## src/hdl/sqlt_pkg.sv

```systemverilog
// Shared types and constants for the SQL keyword tokenizer.
// Holds the token kind codes, the lexer mode type, the keyword table and
// the character class helpers. Depends on nothing.
package sqlt_pkg;

  // Token kind codes as they appear on the result port.
  typedef enum logic [4:0] {
    KIND_SELECT  = 5'd0,
    KIND_INSERT  = 5'd1,
    KIND_UPDATE  = 5'd2,
    KIND_DELETE  = 5'd3,
    KIND_FROM    = 5'd4,
    KIND_WHERE   = 5'd5,
    KIND_INTO    = 5'd6,
    KIND_VALUES  = 5'd7,
    KIND_SET     = 5'd8,
    KIND_AND     = 5'd9,
    KIND_OR      = 5'd10,
    KIND_IDENT   = 5'd11,
    KIND_NUMBER  = 5'd12,
    KIND_COMMA   = 5'd13,
    KIND_SEMI    = 5'd14,
    KIND_EQUALS  = 5'd15,
    KIND_STAR    = 5'd16,
    KIND_UNKNOWN = 5'd17,
    KIND_END     = 5'd18
  } token_kind_t;

  // Lexer mode: which kind of run is open, if any.
  typedef enum logic [1:0] {
    MODE_IDLE = 2'd0,
    MODE_WORD = 2'd1,
    MODE_NUM  = 2'd2
  } lex_mode_t;

  localparam int NUM_KEYWORDS = 11;

  // Keyword text, packed with the last character in the low byte.
  localparam logic [63:0] KW_TEXT [NUM_KEYWORDS] = '{
    64'h0000_5345_4C45_4354,  // SELECT
    64'h0000_494E_5345_5254,  // INSERT
    64'h0000_5550_4441_5445,  // UPDATE
    64'h0000_4445_4C45_5445,  // DELETE
    64'h0000_0000_4652_4F4D,  // FROM
    64'h0000_0057_4845_5245,  // WHERE
    64'h0000_0000_494E_544F,  // INTO
    64'h0000_5641_4C55_4553,  // VALUES
    64'h0000_0000_0053_4554,  // SET
    64'h0000_0000_0041_4E44,  // AND
    64'h0000_0000_0000_4F52   // OR
  };

  // Keyword lengths in characters.
  localparam logic [3:0] KW_LEN [NUM_KEYWORDS] = '{
    4'd6, 4'd6, 4'd6, 4'd6, 4'd4, 4'd5, 4'd4, 4'd6, 4'd3, 4'd3, 4'd2
  };

  // Character codes of the single-character tokens and of the blanks.
  localparam logic [7:0] CH_COMMA  = 8'h2C;
  localparam logic [7:0] CH_SEMI   = 8'h3B;
  localparam logic [7:0] CH_EQUALS = 8'h3D;
  localparam logic [7:0] CH_STAR   = 8'h2A;
  localparam logic [7:0] CH_SPACE  = 8'h20;
  localparam logic [7:0] CH_TAB    = 8'h09;
  localparam logic [7:0] CH_CR     = 8'h0D;

  // Token slots in one bundle, in emission order.
  localparam int SLOT_CLOSE  = 0;
  localparam int SLOT_SINGLE = 1;
  localparam int SLOT_FINAL  = 2;
  localparam int SLOT_END    = 3;
  localparam int NUM_SLOTS   = 4;

  function automatic logic is_letter(logic [7:0] b);
    return (b >= 8'h41 && b <= 8'h5A) || (b >= 8'h61 && b <= 8'h7A);
  endfunction

  function automatic logic is_digit(logic [7:0] b);
    return b >= 8'h30 && b <= 8'h39;
  endfunction

  function automatic logic is_blank(logic [7:0] b);
    return b == CH_SPACE || (b >= CH_TAB && b <= CH_CR);
  endfunction

endpackage

```

## src/hdl/sql_keyword_tokenizer.sv

```systemverilog
// Top level of the SQL keyword tokenizer: front end, bundle queue, back end.
// Depends on sqlt_pkg, sqlt_front, sqlt_fifo and sqlt_back.
//
// Channel   Direction  Handshake        Payload
// input     in         push / full      byte_value, final_byte
// result    out        pop / empty      token_kind, start_offset, token_length,
//                                       odd_byte, last_of_run
//
// The front end takes one byte per cycle whenever the bundle queue has room.
// Each byte makes a bundle of up to three tokens; the back end sends one token
// per cycle while results are popped, so throughput is one byte per cycle while
// bundles average at most one token; a byte with three tokens holds the back end
// until all three are out. A result goes through the queue and the result register.
// Reset is synchronous and clears the lexer state, queue pointers and result valid bit.
// A stalled result holds the back end; the queue then fills and raises full.
module sql_keyword_tokenizer
  import sqlt_pkg::*;
#(
  parameter int OFFSET_BITS   = 16,
  parameter int KEYWORD_CHARS = 6,
  parameter int QUEUE_DEPTH   = 4
) (
  input  logic        clk,
  input  logic        rst,
  input  logic        push,
  output logic        full,
  input  logic [7:0]  byte_value,
  input  logic        final_byte,
  input  logic        pop,
  output logic        empty,
  output logic [4:0]  token_kind,
  output logic [15:0] start_offset,
  output logic [15:0] token_length,
  output logic [7:0]  odd_byte,
  output logic        last_of_run
);

  localparam int TOK_W = 13 + 2 * OFFSET_BITS;
  localparam int BUN_W = NUM_SLOTS + NUM_SLOTS * TOK_W;

  logic             accept, bundle_write, head_pop, head_empty;
  logic [BUN_W-1:0] bundle, head;

  // An input transaction completes when push meets a queue with room.
  assign accept = push && !full;

  sqlt_front #(
    .OFFSET_BITS   (OFFSET_BITS),
    .KEYWORD_CHARS (KEYWORD_CHARS)
  ) u_front (
    .clk          (clk),
    .rst          (rst),
    .accept       (accept),
    .byte_value   (byte_value),
    .final_byte   (final_byte),
    .bundle_write (bundle_write),
    .bundle       (bundle)
  );

  sqlt_fifo #(
    .WIDTH (BUN_W),
    .DEPTH (QUEUE_DEPTH)
  ) u_fifo (
    .clk     (clk),
    .rst     (rst),
    .wr      (bundle_write),
    .wr_data (bundle),
    .rd      (head_pop),
    .rd_data (head),
    .full    (full),
    .empty   (head_empty)
  );

  sqlt_back #(
    .OFFSET_BITS (OFFSET_BITS)
  ) u_back (
    .clk          (clk),
    .rst          (rst),
    .head         (head),
    .head_empty   (head_empty),
    .head_pop     (head_pop),
    .pop          (pop),
    .empty        (empty),
    .token_kind   (token_kind),
    .start_offset (start_offset),
    .token_length (token_length),
    .odd_byte     (odd_byte),
    .last_of_run  (last_of_run)
  );

endmodule

```

## src/hdl/sqlt_front.sv

```systemverilog
// Front end of the SQL keyword tokenizer: takes one byte per cycle while accept is
// high, tracks the open word or number and builds a bundle of up to three tokens.
// Depends on sqlt_pkg.
module sqlt_front
  import sqlt_pkg::*;
#(
  parameter int OFFSET_BITS   = 16,
  parameter int KEYWORD_CHARS = 6,
  localparam int TOK_W = 13 + 2 * OFFSET_BITS,
  localparam int BUN_W = NUM_SLOTS + NUM_SLOTS * TOK_W
) (
  input  logic             clk,
  input  logic             rst,
  input  logic             accept,
  input  logic [7:0]       byte_value,
  input  logic             final_byte,
  output logic             bundle_write,
  output logic [BUN_W-1:0] bundle
);

  localparam int WORD_W = 8 * KEYWORD_CHARS;
  localparam int OB     = OFFSET_BITS;

  typedef struct packed {
    logic [4:0]    kind;
    logic [OB-1:0] start;
    logic [OB-1:0] len;
    logic [7:0]    odd;
  } token_t;

  typedef struct packed {
    logic [NUM_SLOTS-1:0]  valid;
    token_t [NUM_SLOTS-1:0] tok;
  } bundle_t;

  // Keyword lookup over the first characters of a word.
  function automatic logic [4:0] word_kind(logic [WORD_W-1:0] chars,
                                           logic [OB-1:0] len,
                                           logic too_long);
    logic [4:0] kind;
    kind = KIND_IDENT;
    for (int k = 0; k < NUM_KEYWORDS; k++) begin
      if (!too_long && len == OB'(KW_LEN[k]) && chars == KW_TEXT[k][WORD_W-1:0]) begin
        kind = 5'(k);
      end
    end
    return kind;
  endfunction

  function automatic logic [OB-1:0] sat_inc(logic [OB-1:0] v);
    return (v == '1) ? v : v + 1'b1;
  endfunction

  lex_mode_t         lex_mode, lex_mode_next, mode_step;
  logic [WORD_W-1:0] word_chars, chars_step;
  logic              word_too_long, too_long_step;
  logic [OB-1:0]     run_start, start_step;
  logic [OB-1:0]     run_len, len_step;
  logic [OB-1:0]     byte_position, pos_step;

  logic    letter, digit, blank, extend, single;
  bundle_t bun;

  // Mode register.
  always_ff @(posedge clk) begin
    if (rst) begin
      lex_mode <= MODE_IDLE;
    end else begin
      lex_mode <= lex_mode_next;
    end
  end

  // Character classes of the incoming byte.
  assign letter = is_letter(byte_value);
  assign digit  = is_digit(byte_value);
  assign blank  = is_blank(byte_value);
  assign extend = (lex_mode == MODE_WORD && (letter || digit)) ||
                  (lex_mode == MODE_NUM && digit);
  assign single = !extend && !blank && !letter && !digit;

  // Next mode and run state after this byte, before the end of statement.
  always_comb begin
    mode_step     = lex_mode;
    chars_step    = word_chars;
    too_long_step = word_too_long;
    start_step    = run_start;
    len_step      = run_len;
    if (extend) begin
      len_step = sat_inc(run_len);
      if (lex_mode == MODE_WORD) begin
        if (run_len >= OB'(KEYWORD_CHARS)) begin
          too_long_step = 1'b1;
        end else begin
          chars_step = {word_chars[WORD_W-9:0], byte_value};
        end
      end
    end else if (letter) begin
      mode_step     = MODE_WORD;
      start_step    = byte_position;
      len_step      = OB'(1);
      chars_step    = WORD_W'(byte_value);
      too_long_step = 1'b0;
    end else if (digit) begin
      mode_step  = MODE_NUM;
      start_step = byte_position;
      len_step   = OB'(1);
    end else begin
      mode_step = MODE_IDLE;
    end
    lex_mode_next = lex_mode;
    if (accept) begin
      lex_mode_next = final_byte ? MODE_IDLE : mode_step;
    end
  end

  assign pos_step = sat_inc(byte_position);

  // Run and position registers; the end of a statement returns them to zero.
  always_ff @(posedge clk) begin
    if (rst) begin
      word_chars    <= '0;
      word_too_long <= 1'b0;
      run_start     <= '0;
      run_len       <= '0;
      byte_position <= '0;
    end else if (accept) begin
      if (final_byte) begin
        word_chars    <= '0;
        word_too_long <= 1'b0;
        run_start     <= '0;
        run_len       <= '0;
        byte_position <= '0;
      end else begin
        word_chars    <= chars_step;
        word_too_long <= too_long_step;
        run_start     <= start_step;
        run_len       <= len_step;
        byte_position <= pos_step;
      end
    end
  end

  // Token bundle: closed run, single character, run closed by the end, end.
  always_comb begin
    bun = '0;

    bun.valid[SLOT_CLOSE]     = !extend && lex_mode != MODE_IDLE;
    bun.tok[SLOT_CLOSE].kind  = (lex_mode == MODE_WORD) ?
                                word_kind(word_chars, run_len, word_too_long) : KIND_NUMBER;
    bun.tok[SLOT_CLOSE].start = run_start;
    bun.tok[SLOT_CLOSE].len   = run_len;

    bun.valid[SLOT_SINGLE]     = single;
    bun.tok[SLOT_SINGLE].start = byte_position;
    bun.tok[SLOT_SINGLE].len   = OB'(1);
    unique case (byte_value)
      CH_COMMA:  bun.tok[SLOT_SINGLE].kind = KIND_COMMA;
      CH_SEMI:   bun.tok[SLOT_SINGLE].kind = KIND_SEMI;
      CH_EQUALS: bun.tok[SLOT_SINGLE].kind = KIND_EQUALS;
      CH_STAR:   bun.tok[SLOT_SINGLE].kind = KIND_STAR;
      default: begin
        bun.tok[SLOT_SINGLE].kind = KIND_UNKNOWN;
        bun.tok[SLOT_SINGLE].odd  = byte_value;
      end
    endcase

    bun.valid[SLOT_FINAL]     = final_byte && mode_step != MODE_IDLE;
    bun.tok[SLOT_FINAL].kind  = (mode_step == MODE_WORD) ?
                                word_kind(chars_step, len_step, too_long_step) : KIND_NUMBER;
    bun.tok[SLOT_FINAL].start = start_step;
    bun.tok[SLOT_FINAL].len   = len_step;

    bun.valid[SLOT_END]     = final_byte;
    bun.tok[SLOT_END].kind  = KIND_END;
    bun.tok[SLOT_END].start = pos_step;
  end

  assign bundle_write = accept && (|bun.valid);
  assign bundle       = bun;

  // A written bundle carries at least one token.
  assert property (@(posedge clk) disable iff (rst)
    bundle_write |-> (|bun.valid))
    else $error("front wrote an empty bundle");

  // The last byte of a statement always produces an end token.
  assert property (@(posedge clk) disable iff (rst)
    (accept && final_byte) |-> (bundle_write && bun.valid[SLOT_END]))
    else $error("final byte without end token");

  // After the last byte the lexer is back at the start of a statement.
  assert property (@(posedge clk) disable iff (rst)
    (accept && final_byte) |=> (lex_mode == MODE_IDLE && byte_position == '0))
    else $error("lexer state not cleared after end of statement");

endmodule

```

## src/hdl/sqlt_fifo.sv

```systemverilog
// Small bundle queue between the tokenizer front and back ends.
// A register array with read and write pointers and an occupancy count.
// Depends on nothing but its parameters.
module sqlt_fifo #(
  parameter int WIDTH = 8,
  parameter int DEPTH = 4
) (
  input  logic             clk,
  input  logic             rst,
  input  logic             wr,
  input  logic [WIDTH-1:0] wr_data,
  input  logic             rd,
  output logic [WIDTH-1:0] rd_data,
  output logic             full,
  output logic             empty
);

  localparam int PW = (DEPTH > 1) ? $clog2(DEPTH) : 1;
  localparam int CW = $clog2(DEPTH + 1);

  logic [WIDTH-1:0] slots [DEPTH];
  logic [PW-1:0]    wr_ptr, rd_ptr;
  logic [CW-1:0]    count;

  function automatic logic [PW-1:0] ptr_inc(logic [PW-1:0] p);
    return (p == PW'(DEPTH - 1)) ? '0 : p + 1'b1;
  endfunction

  assign full    = count == CW'(DEPTH);
  assign empty   = count == '0;
  assign rd_data = slots[rd_ptr];

  // Entry storage.
  always_ff @(posedge clk) begin
    if (wr) begin
      slots[wr_ptr] <= wr_data;
    end
  end

  // Pointers and count.
  always_ff @(posedge clk) begin
    if (rst) begin
      wr_ptr <= '0;
      rd_ptr <= '0;
      count  <= '0;
    end else begin
      if (wr) begin
        wr_ptr <= ptr_inc(wr_ptr);
      end
      if (rd) begin
        rd_ptr <= ptr_inc(rd_ptr);
      end
      if (wr && !rd) begin
        count <= count + 1'b1;
      end else if (rd && !wr) begin
        count <= count - 1'b1;
      end
    end
  end

  assert property (@(posedge clk) disable iff (rst) count <= CW'(DEPTH))
    else $error("queue count beyond depth");

  assert property (@(posedge clk) disable iff (rst) wr |-> !full)
    else $error("write into a full queue");

  assert property (@(posedge clk) disable iff (rst) rd |-> !empty)
    else $error("read from an empty queue");

endmodule

```

## src/hdl/sqlt_back.sv

```systemverilog
// Back end of the SQL keyword tokenizer: walks the tokens of the head
// bundle one per cycle, while the result is not stalled, into the result register.
// Depends on sqlt_pkg.
module sqlt_back
  import sqlt_pkg::*;
#(
  parameter int OFFSET_BITS = 16,
  localparam int TOK_W = 13 + 2 * OFFSET_BITS,
  localparam int BUN_W = NUM_SLOTS + NUM_SLOTS * TOK_W
) (
  input  logic             clk,
  input  logic             rst,
  input  logic [BUN_W-1:0] head,
  input  logic             head_empty,
  output logic             head_pop,
  input  logic             pop,
  output logic             empty,
  output logic [4:0]       token_kind,
  output logic [15:0]      start_offset,
  output logic [15:0]      token_length,
  output logic [7:0]       odd_byte,
  output logic             last_of_run
);

  localparam int OB = OFFSET_BITS;

  typedef struct packed {
    logic [4:0]    kind;
    logic [OB-1:0] start;
    logic [OB-1:0] len;
    logic [7:0]    odd;
  } token_t;

  typedef struct packed {
    logic [NUM_SLOTS-1:0]  valid;
    token_t [NUM_SLOTS-1:0] tok;
  } bundle_t;

  bundle_t              bun;
  logic [NUM_SLOTS-1:0] done, pending, pick, rest;
  token_t               sel, out_tok;
  logic                 out_valid, out_last, load, take;
  logic [OB+15:0]       start_ext, len_ext;

  assign bun = head;

  // Lowest pending slot of the head bundle goes out next.
  assign pending = head_empty ? '0 : (bun.valid & ~done);
  assign pick    = pending & (~pending + 1'b1);
  assign rest    = pending & ~pick;
  assign load    = !out_valid || pop;
  assign take    = load && (|pending);
  assign head_pop = take && (rest == '0);

  always_comb begin
    sel = '0;
    for (int i = 0; i < NUM_SLOTS; i++) begin
      if (pick[i]) begin
        sel = sel | bun.tok[i];
      end
    end
  end

  // Slot progress within the head bundle.
  always_ff @(posedge clk) begin
    if (rst) begin
      done <= '0;
    end else if (take) begin
      done <= (rest == '0) ? '0 : (done | pick);
    end
  end

  // Result register.
  always_ff @(posedge clk) begin
    if (rst) begin
      out_valid <= 1'b0;
    end else if (load) begin
      out_valid <= take;
    end
  end

  always_ff @(posedge clk) begin
    if (take) begin
      out_tok  <= sel;
      out_last <= rest == '0;
    end
  end

  // Offsets are carried at full width and shown in 16 bits.
  assign start_ext    = {16'b0, out_tok.start};
  assign len_ext      = {16'b0, out_tok.len};
  assign empty        = !out_valid;
  assign token_kind   = out_tok.kind;
  assign start_offset = start_ext[15:0];
  assign token_length = len_ext[15:0];
  assign odd_byte     = out_tok.odd;
  assign last_of_run  = out_last;

  assert property (@(posedge clk) disable iff (rst) $onehot0(pick))
    else $error("more than one slot picked");

  assert property (@(posedge clk) disable iff (rst) (|done) |-> !head_empty)
    else $error("partly sent bundle lost from queue head");

  assert property (@(posedge clk) disable iff (rst) head_pop |=> (out_valid && out_last))
    else $error("bundle retired without its last transaction");

endmodule

```

## config.mk

```make
export PLATFORM = sky130hd
export DESIGN_NAME = sql_keyword_tokenizer
export DESIGN_NICKNAME = d
export VERILOG_FILES = /design/src/hdl/sqlt_pkg.sv /design/src/hdl/sql_keyword_tokenizer.sv /design/src/hdl/sqlt_front.sv /design/src/hdl/sqlt_fifo.sv /design/src/hdl/sqlt_back.sv
export SDC_FILE = /design/constraint.sdc
export NUM_CORES = 1
export LEC_CHECK = 0
export ABC_AREA = 0
export BUFFER_PORTS_ARGS = -buffer_cell sky130_fd_sc_hd__buf_2
export CORE_ASPECT_RATIO = 1.1
export CORE_MARGIN = 2
export CORE_UTILIZATION = 50
export DETAILED_ROUTE_END_ITERATION = 16
export PLACE_DENSITY = 0.66
export SLEW_MARGIN = 0
export SYNTH_ARGS = -nofsm -noshare
export SYNTH_HDL_FRONTEND = slang
export SYNTH_SLANG_ARGS = --single-unit
```

## constraint.sdc

```tcl
create_clock -name clk -period 11 [get_ports clk]
set_input_delay 2.2 -clock clk [delete_from_list [all_inputs] [get_ports clk]]
set_output_delay 2.2 -clock clk [all_outputs]
set_load 0.005 [all_outputs]
```

; After elaboration in Yosys (flattened, before gate mapping)
; Memory sizes are Yosys's and may differ from the RTL's. A register that Yosys moved wholly into a read port is not among the register bits.
; Index checks and enable logic that the tools add are counted.
[word_totals]
out_inout_bits = 48
latch_bits = 0
memories = 1
regBits = 157
mem_bits_ro = 0
elab_cells = 225
ram_bits = 484
in_bits = 13
[mem_list]
columns = name, depth, width, read_ports, rd_clocked_by_memory_dff, write_ports, line_no
row1 = u_fifo.slots, 4, 121, 1, 1, 1, sqlt_fifo.sv:21  ; logic [WIDTH-1:0] slots [DEPTH];
[op_classes]
n_shift = 0
eq_ne = 45
mux = 65
n_bitwise = 10
n_div = 0
n_reduce_logical = 72
n_addsub = 7
n_mul = 0
magnitude_cmp = 9
[ops]
columns = cell, n
row1 = == test 48 x 47 -> 1 bit (second input constant), 10
row2 = 2-to-1 mux 48 bit, 5
row3 = == test 48 x 23 -> 1 bit (second input constant), 4
row4 = == test 48 x 31 -> 1 bit (second input constant), 4
row5 = 2-to-1 mux 45 bit, 4
row6 = 2-to-1 mux 16 bit, 11
row7 = OR 45 bit, 3
row8 = 2-to-1 mux 4 bit, 26
row9 = == test 16 x 3 -> 1 bit (second input constant), 6
row10 = == test 48 x 15 -> 1 bit (second input constant), 2
row11 = == test 48 x 39 -> 1 bit (second input constant), 2
row12 = == test 16 x 2 -> 1 bit (second input constant), 4
row13 = logical AND 1 bit, 49
row14 = == test 8 x 6 -> 1 bit (second input constant), 5
row15 = adder 16 x 1 -> 16 bit (second input constant), 2
row16 = == test 16 bit (second input constant), 2
row17 = case mux 5 bit (4 select lines), 1
row18 = greater-or-equal comparator 16 x 3 -> 1 bit (second input constant), 1
row19 = greater-or-equal comparator 8 x 7 -> 1 bit (second input constant), 2
row20 = less-or-equal comparator 8 x 7 -> 1 bit (second input constant), 2
row21 = 2-to-1 mux 2 bit, 8
row22 = AND 4 bit, 3
row23 = inverter 4 bit, 3
row24 = OR reduction 4 bit, 3
row25 = 20 further kinds, 46

; Depth between registers and ports, before layout
; Gate-level depths: netlist of run 1.
[logic_depth]
ltp_word = 22
mapped_depth = 16
mapped_depth_nobuf = 14

; Modules after synthesis
; Synthesis of run 1 repeated with hierarchy kept, for this count alone.
[unflattened]
cells_unflattened = 2309
area_unflattened_um2 = 37683.6
[modules_own_cells]
columns = module, n_inst, area_per_inst_um2, seq_area_each_um2, cells_per_inst
row1 = sqlt_fifo, 1, 27133.5, 22281.4, 1005
row2 = sqlt_front, 1, 7647.3, 1981.9, 1058
row3 = sqlt_back, 1, 2889.0, 1481.4, 245
row4 = sql_keyword_tokenizer, 1, 13.8, 0.0, 1

; Worst setup path after synthesis of run 1
; OpenSTA, ideal clock, no wires.
[synth_timing]
path_kind = input -> register
startpoint = input port byte_value[4]
endpoint = memory u_fifo.slots[0][0] (netlist name) (enable)
path_stages = 10
slack_ps = 3676
t_required_ps = 10507
setup_time_ps = 493
arrival_time_ps = 6831
n_path_buf = 2
path_cell_list = buf_2 > nor3_2 > a221oi_2 > buf_2 > nor2_1 > o21ai_0 > a21oi_1 > nor3_1 > nor2_1 > and2_1
[synth_between]
elab_chain_len = 14
elab_cells_between_ends = 36
cone_classes = order compare: 8 / eq/ne: 1 / mux: 5 / reduce/logical: 22
[synth_lines]
columns = element, line_no
row1 = from (decl), sql_keyword_tokenizer.sv:27  ; input logic [7:0] byte_value,
row2 = greater-or-equal comparator 8 x 7 -> 1 bit or less-or-equal comparator 8 x 7 -> 1 bit (tied branches), sqlt_pkg.sv:75  ; return (b >= 8'h41 && b <= 8'h5A) || (b >= 8'h61 && b <= 8'h7A);
row3 = logical AND 1 bit, sqlt_pkg.sv:75
row4 = logical OR 1 bit, sqlt_pkg.sv:75
row5 = logical OR 1 bit, sqlt_front.sv:77  ; assign extend = (lex_mode == MODE_WORD && (letter || digit)) ||
row6 = logical AND 1 bit, sqlt_front.sv:77
row7 = logical OR 1 bit, sqlt_front.sv:77
row8 = zero test 1 bit, sqlt_front.sv:79  ; assign single = !extend && !blank && !letter && !digit;
row9 = logical AND 1 bit (2 in series), sqlt_front.sv:79
row10 = logical AND 1 bit (*), sqlt_front.sv:79
row11 = via bundle[181], sql_keyword_tokenizer.sv:42  ; logic [BUN_W-1:0] bundle, head;
row12 = OR reduction 4 bit (*), sqlt_front.sv:178  ; assign bundle_write = accept && (|bun.valid);
row13 = logical AND 1 bit (*), sqlt_front.sv:178
row14 = via bundle_write, sql_keyword_tokenizer.sv:41  ; logic accept, bundle_write, head_pop, head_empty;
row15 = 2-to-1 mux 1 bit (*), sqlt_fifo.sv:35  ; if (wr) begin
row16 = 2-to-1 mux 1 bit (not written as such) (*), sqlt_fifo.sv:36  ; slots[wr_ptr] <= wr_data;
row17 = to (decl), sqlt_fifo.sv:21
; Mark *: on every way through the listed nets, which the timed path passes. The rest lies on a longest branch.

; Final worst setup path of run 1
[layout_timing]
startpoint = input port byte_value[4]
endpoint = memory u_fifo.slots[0][42] (netlist name) (enable)
; The elaborated chain is that of the path after synthesis.

==> results of run 1 <==
## state kept, by name, indices dropped and copies added (netlist names), 8 cells and up, named ones only
register	flops
u_front.byte_position	16
u_fifo.slots	480
u_back.start_offset	16
u_back.token_length	16
u_front.run_len	16
u_front.word_chars	48
u_back.odd_byte	8
u_front.run_start	16
## per-stage QoR
step / power [mW] / std cells
5_1_grt: 6.92 / 2753
3_3_place_gp: 4.60 / 2638
3_5_place_dp: 4.63 / 2638
6_report: 6.65 / 2753
4_1_cts: 6.72 / 2753
2_1_floorplan: 4.06 / 1930
## layer usage
| metal | vias to the layer above | share of wire (%) | track usage, % |
|---|---|---|---|
| met3 | 190 | 5.4 | 3.24 |
| met1 | 9116 | 39 | 35.2 |
| met5 | - | 0 | 0 |
| met4 | 0 | 3.9 | 10.8 |
| met2 | 752 | 52 | 49.2 |
| li1 | 7723 | - | - |
## final timing paths
| check | start | end | slack (ps) | depth (start not counted) |
|---|---|---|---|---|
| max | byte_value[4] | u_fifo.slots[0][42]$_DFFE_PP_ | 4480 | 10 |
| min | u_back.done[0]$_SDFFE_PP0P_ | u_back.done[0]$_SDFFE_PP0P_ | 470 | 2 |
| max reg2reg | u_front.run_len[0]$_SDFFE_PP0P_ | u_fifo.slots[0][100]$_DFFE_PP_ | 5260 | 12 |
| min reg2reg | u_back.done[0]$_SDFFE_PP0P_ | u_back.done[0]$_SDFFE_PP0P_ | 470 | 2 |
## cell usage in the layout (no fill, tap or decap), drive strengths merged, types with 14 or more instances in the layout
master,Yosys,layout
nand2,116,116
mux2,20,20
nor2,173,173
mux2i,14,14
and2,24,24
clkinv,1,23
dfxtp,113,113
edfxtp,526,526
nand3,70,70
a22o,20,20
nand2b,14,14
inv,22,24
nor4,32,32
and3,22,22
o21ai,44,44
buf,26,102
a22oi,111,111
clkbuf,104,80
nand4,37,37
mux4,118,118
a21oi,52,52
nor2b,17,17
or3,17,17
nor3,49,49
## layout make-up
class | instances | area (um2)
well taps | 736 | 921
multi-input cells | 1138 | 8980
clock buffers | 80 | 1690
flip-flops and latches | 639 | 18100
inverters | 23 | 86.3
repair buffers | 102 | 618
clock inverters | 35 | 330
fillers | 4398 | 24000
## worst min-delay path: cells and delay by family (launching register included)
kind               cells  cell delay (ps)
AOI/OAI and AO/OA      1               40
DFF                    1              320
and+or+nand+nor        1               70
## logic make-up (layout without fill, tap and decap cells)
| kind of cell | after synthesis | count (layout) | share of synthesized area, % |
|---|---|---|---|
| AO/OA/AOI/OAI | 325 | 325 | 8.44 |
| XOR/XNOR | 17 | 17 | 0.540 |
| adder cells (fa/ha/maj) | 12 | 12 | 0.572 |
| buffers and inverters | 153 | 240 | 2.20 |
| flip-flops | 639 | 639 | 65.5 |
| multiplexers | 152 | 152 | 11.0 |
| AND/OR/NAND/NOR | 632 | 632 | 11.8 |
## report_power, final
part	switching, mW	leakage [nW]	internal [mW]
sequential	0.137	5.94	2.95
combinational	0.881	3.11	0.583
clock	0.897	0.970	1.20
total	1.92	10.0	4.73
==> impl_metrics.py, run 1 <==
metrics = {
    "die": {
        "core_um2": 54700,
        "die-area_um2": 57000,
        "top_level_ports": 61,
        "placementRows": 90,
        "chipHeight_um": 250,
        "dieWidth_um": 228,
        "start_util_pct": 50.4,
    },
    "global_route": {
        "grt_max_degree": 72,
        "grt-ovfl-total": 0,
        "grt_pass1_wl_mm": 118,
        "grt_use_total_pct": 27.8,
        "antenna_found_initial": 1,
        "grt_pass1_vias": 17895,
    },
    "logic_synthesis": {
        "synth_cells": 1930,
        "syn_nets": 1955,
        "synthFlopType": "edfxtp_1",
        "yosysMostFrequentCell": "edfxtp_1",
        "synth_top_area_share_pct": 57.3,
        "yosys_warnings": 0,
        "avgSynthCellArea_um2": 14.3,
        "ys_seq_area_share_pct": 65.5,
        "synth_area_leader_cell": "edfxtp_1",
        "synth-edff-count": 526,
        "yosys-top-cells-count": "526 x edfxtp_1, 173 x nor2_1, 118 x mux4_2",
        "async_flop_share_pct": 0,
        "syn-cell-area_um2": 27600,
        "synthTopCellsByArea": "edfxtp_1 57%, mux4_2 9.6%, dfxtp_1 8.2%",
        "synth_cell_types": 87,
        "synth-seq-cells": 639,
    },
    "sta": {
        "slew_headroom_pct": 23.5,
        "rsz0062_at_grt": "false",
        "fin_skew_ps": 19.0,
        "fin_crit_ps": 6520,
        "tightest_slew_ps": 1140,
        "final.setup.tns_ps": 0,
        "whs_ps": 473,
        "finalSetupViolations": 0,
        "final-hold-violation-count": 0,
        "setup_slack_ps": 4480,
        "drv_slew": 0,
        "fin_crit_sh_pct": 59.3,
        "fmax_ghz": 0.153,
    },
    "worst_hold_path": {
        "hold_path_class": "flip-flop to flip-flop",
    },
    "setup_path": {
        "endpoint_kind": "flip-flop",
        "crit_path_cell_trace": "buf_2, nor3_2, a221oi_2, nor2_1, o21ai_0, a21oi_1, nor3_1, nor2_1, and2_4, buf_4",
        "crit_buf_inv": 2,
        "criticalPathCategory": "primary input to flip-flop",
        "cp-start-kind": "primary input",
        "worstPathRequired_ps": 11240,
        "critPathTopFamily": "simple AND/OR/NAND/NOR gates",
        "critPathSlowestCell": "buf_4",
        "arrival_ps": 6760,
        "cp_slowest_stage_delay_ps": 870,
        "crit_fanout": 62,
        "cpMostUsedCell": "nor2_1",
    },
    "detailed_routing": {
        "post_drt_wl_per_cell_um": 28.9,
        "drc": 0,
        "drtAntennaViolNets": 0,
        "postRouteWirelength_mm": 79.6,
        "dr.pass1.iters": 5,
        "drt-vias-per-instance": 6.46,
        "vias": 17781,
        "first_iter_violations": 1765,
    },
    "clock_network": {
        "cts_setup_buffers": 0,
        "worstSkewPairLatency_ps": 630,
        "post_cts_resized": 0,
        "numCtsBuffers": 61,
        "clk_pin_slew_worst_paths_ps": 60,
        "root_buffer": "clkbuf_16",
        "postCtsHoldBufs": 0,
        "cts.sinks": 639,
        "clock_path_buffers": 3,
        "cts_tree": "built",
        "h-tree-depth": 2,
    },
    "place": {
        "portBuffers": 60,
        "place_ws_ps": 3850,
        "place_area_um2": 28700,
        "dp_hpwl_mm": 51.0,
        "place_congestion": 0.964,
    },
    "flow_run": {
        "maxCapViolations": 0,
    },
    "status": {
        "status": "completed",
    },
    "power": {
        "ir_drop_mv": 0.180,
        "leakagePower_nw": 10.0,
        "power.density_nw_per_um2": 217,
    },
    "finish": {
        "syn_to_final_growth_pct": 11.3,
        "final_nets": 1990,
        "post-route-util_pct": 56.1,
        "fin_area_um2": 30700,
        "diodes": 0,
        "drive_above_1_share_pct": 18.4,
    },
}
Power figures use the tool's default switching activity.
==> run 2: changes to the inputs <==
Settings changed: PLACE_DENSITY 0.66 to 0.68.
Clock period 11 ns to 5.65 ns, I/O delays scaled along.
==> run 2 against run 1 <==
Against the previous run:
- clock-buffer cell count shrank 5
- die area is the same
- flip-flop and latch count unchanged
- via count increased by 1.3%
- sequential power rose by 93%
- final cell count up 1.6%
- first-iteration DRC count fell by 0.85%
- total power is 95% higher
- largest cell class unchanged
==> impl_metrics.py, run 2 (synthesis results as in run 1) <==
metrics = {
    "status": {
        "status": "completed",
    },
    "setup_path": {
        "endpoint_kind": "flip-flop",
        "arrival_ps": 5600,
        "crit_fanout": 15,
        "cp_slowest_stage_delay_ps": 720,
        "crit_path_cell_trace": "inv_1, ha_1, o21ai_0, and3_1, a21oi_1, nor2_1, buf_4, o221ai_1, nor4_1, nand4b_1, or2_0, a31o_2, nor4_1, buf_4",
        "crit_buf_inv": 3,
        "cp-start-kind": "flip-flop",
        "criticalPathCategory": "flip-flop to flip-flop",
        "worstPathRequired_ps": 6120,
        "critPathTopFamily": "simple AND/OR/NAND/NOR gates",
        "critPathSlowestCell": "dfxtp_1",
    },
    "clock_network": {
        "postCtsHoldBufs": 0,
        "clock_path_buffers": 3,
        "post_cts_resized": 0,
        "root_buffer": "clkbuf_16",
        "worstSkewPairLatency_ps": 640,
        "h-tree-depth": 2,
        "cts.sinks": 639,
        "numCtsBuffers": 60,
        "clk_pin_slew_worst_paths_ps": 70,
        "cts_setup_buffers": 0,
        "cts_tree": "built",
    },
    "power": {
        "comb_power_share_pct": 22.9,
        "sequentialPowerShare_pct": 46.1,
        "power.density_nw_per_um2": 416,
        "switching_share_pct": 29.2,
        "leakagePower_nw": 10.2,
        "p_switching_mw": 3.78,
        "clkPwrFrac_pct": 31.0,
        "ir_drop_mv": 0.379,
        "p_int_mw": 9.16,
    },
    "sta": {
        "tightest_slew_ps": 1290,
        "rsz0062_at_grt": "false",
        "fin_crit_sh_pct": 90.9,
        "final-hold-violation-count": 0,
        "slew_headroom_pct": 13.3,
        "final.setup.tns_ps": 0,
        "fin_crit_ps": 5140,
        "drv_slew": 0,
        "fmax_ghz": 0.195,
        "fin_skew_ps": 43.2,
        "setup_slack_ps": 512,
        "finalSetupViolations": 0,
    },
    "global_route": {
        "antenna_found_initial": 1,
        "grt_pass1_wl_mm": 118,
        "grt_max_degree": 68,
        "grt_use_total_pct": 27.7,
        "grt-ovfl-total": 0,
        "grt_pass1_vias": 18051,
    },
    "detailed_routing": {
        "postRouteWirelength_mm": 79.1,
        "drtAntennaViolNets": 0,
        "first_iter_violations": 1750,
        "dr.pass1.iters": 8,
        "post_drt_wl_per_cell_um": 28.3,
        "vias": 18005,
        "drt-vias-per-instance": 6.44,
        "drc": 0,
    },
    "die": {
        "chipHeight_um": 250,
        "start_util_pct": 50.4,
        "top_level_ports": 61,
        "dieWidth_um": 228,
        "die-area_um2": 57000,
        "core_um2": 54700,
        "placementRows": 90,
    },
    "finish": {
        "syn_to_final_growth_pct": 12.8,
        "top_regs": "u_fifo.slots: 480 flops, u_front.word_chars: 48 flops",
        "final_cell_mix": "526 x edfxtp_1, 171 x nor2_1, 118 x mux4_2",
        "fillers": 4386,
        "drive_above_1_share_pct": 20.6,
        "area.sequential_um2": 18100,
        "final_common_cell": "edfxtp_1",
        "top_register": "u_fifo.slots",
        "final_nets": 2035,
        "diodes": 0,
        "largest_reg_flops": 480,
        "multi_input_area_um2": 8950,
    },
    "place": {
        "place_ws_ps": 355,
        "dp_hpwl_mm": 51.7,
        "place_congestion": 1.01,
        "portBuffers": 60,
    },
    "flow_run": {
        "maxCapViolations": 0,
    },
    "worst_hold_path": {
        "hold_path_class": "flip-flop to flip-flop",
    },
}
run 2: cell count changes in the layout (fill, tap and decap cells not counted), sizes merged:
cell,before,now
inv,24,27
clkinvlp,6,8
clkbuf,80,75
bufinv,5,4
clkinv,23,21
buf,102,148
run 2: worst paths after layout:
check	from	end	slack [ps]	depth (start not counted)
worst max register to register	u_front.run_len[0]$_SDFFE_PP0P_	u_fifo.slots[3][97]$_DFFE_PP_	510	14
worst max-delay path	u_front.run_len[0]$_SDFFE_PP0P_	u_fifo.slots[3][97]$_DFFE_PP_	510	14
worst min register to register	u_back.done[3]$_SDFFE_PP0P_	u_back.done[3]$_SDFFE_PP0P_	470	2
worst min-delay path	u_back.done[3]$_SDFFE_PP0P_	u_back.done[3]$_SDFFE_PP0P_	470	2
run 2: stage by stage:
stage                     area (um2)  total power, mW  hold slack [ps]  cells  utilization (%)
after floorplan                27600             7.88              428   1930                -
after global routing           31100             13.4              499   2796             56.8
after CTS                      31100             13.0              473   2796             56.8
after global placement         29100             8.98              445   2684             53.2
after detailed placement       29100             9.05              455   2684             53.2
final                          31100             12.9              472   2796             56.8
run 2: layer usage:
layer  wire length [um]  track usage [%]  up-vias
li1                   -                -     7810
met1              30600             34.9     9285
met2              39900             47.2      701
met3               4090             3.28      209
met4               4460             14.4        0
met5                  0                0        -
run 2: power by group through the flow:
stage / combinational, mW / clock, mW / sequential, mW
3_5_place_dp: 2.98 / 0 / 6.06
4_1_cts: 3.00 / 4.07 / 5.97
2_1_floorplan: 1.90 / 0 / 5.98
3_3_place_gp: 2.94 / 0 / 6.04
6_report: 2.96 / 4.02 / 5.96
5_1_grt: 3.17 / 4.24 / 6.01
run 2: tightest hold or removal path: cells and delay by family, from the launching register on:
kind,cells,cell delay [ps]
flip-flops,1,330
AND/OR/NAND/NOR,1,70
AO/OA/AOI/OAI,1,40
run 2: layout make-up:
cell class	instances	share of cell area, %
flip-flops and latches	639	58.1
multi-input cells	1138	28.8
clock buffers	75	5.20
repair buffers	148	3.54
well taps	736	2.96
clock inverters	37	1.15
inverters	23	0.278
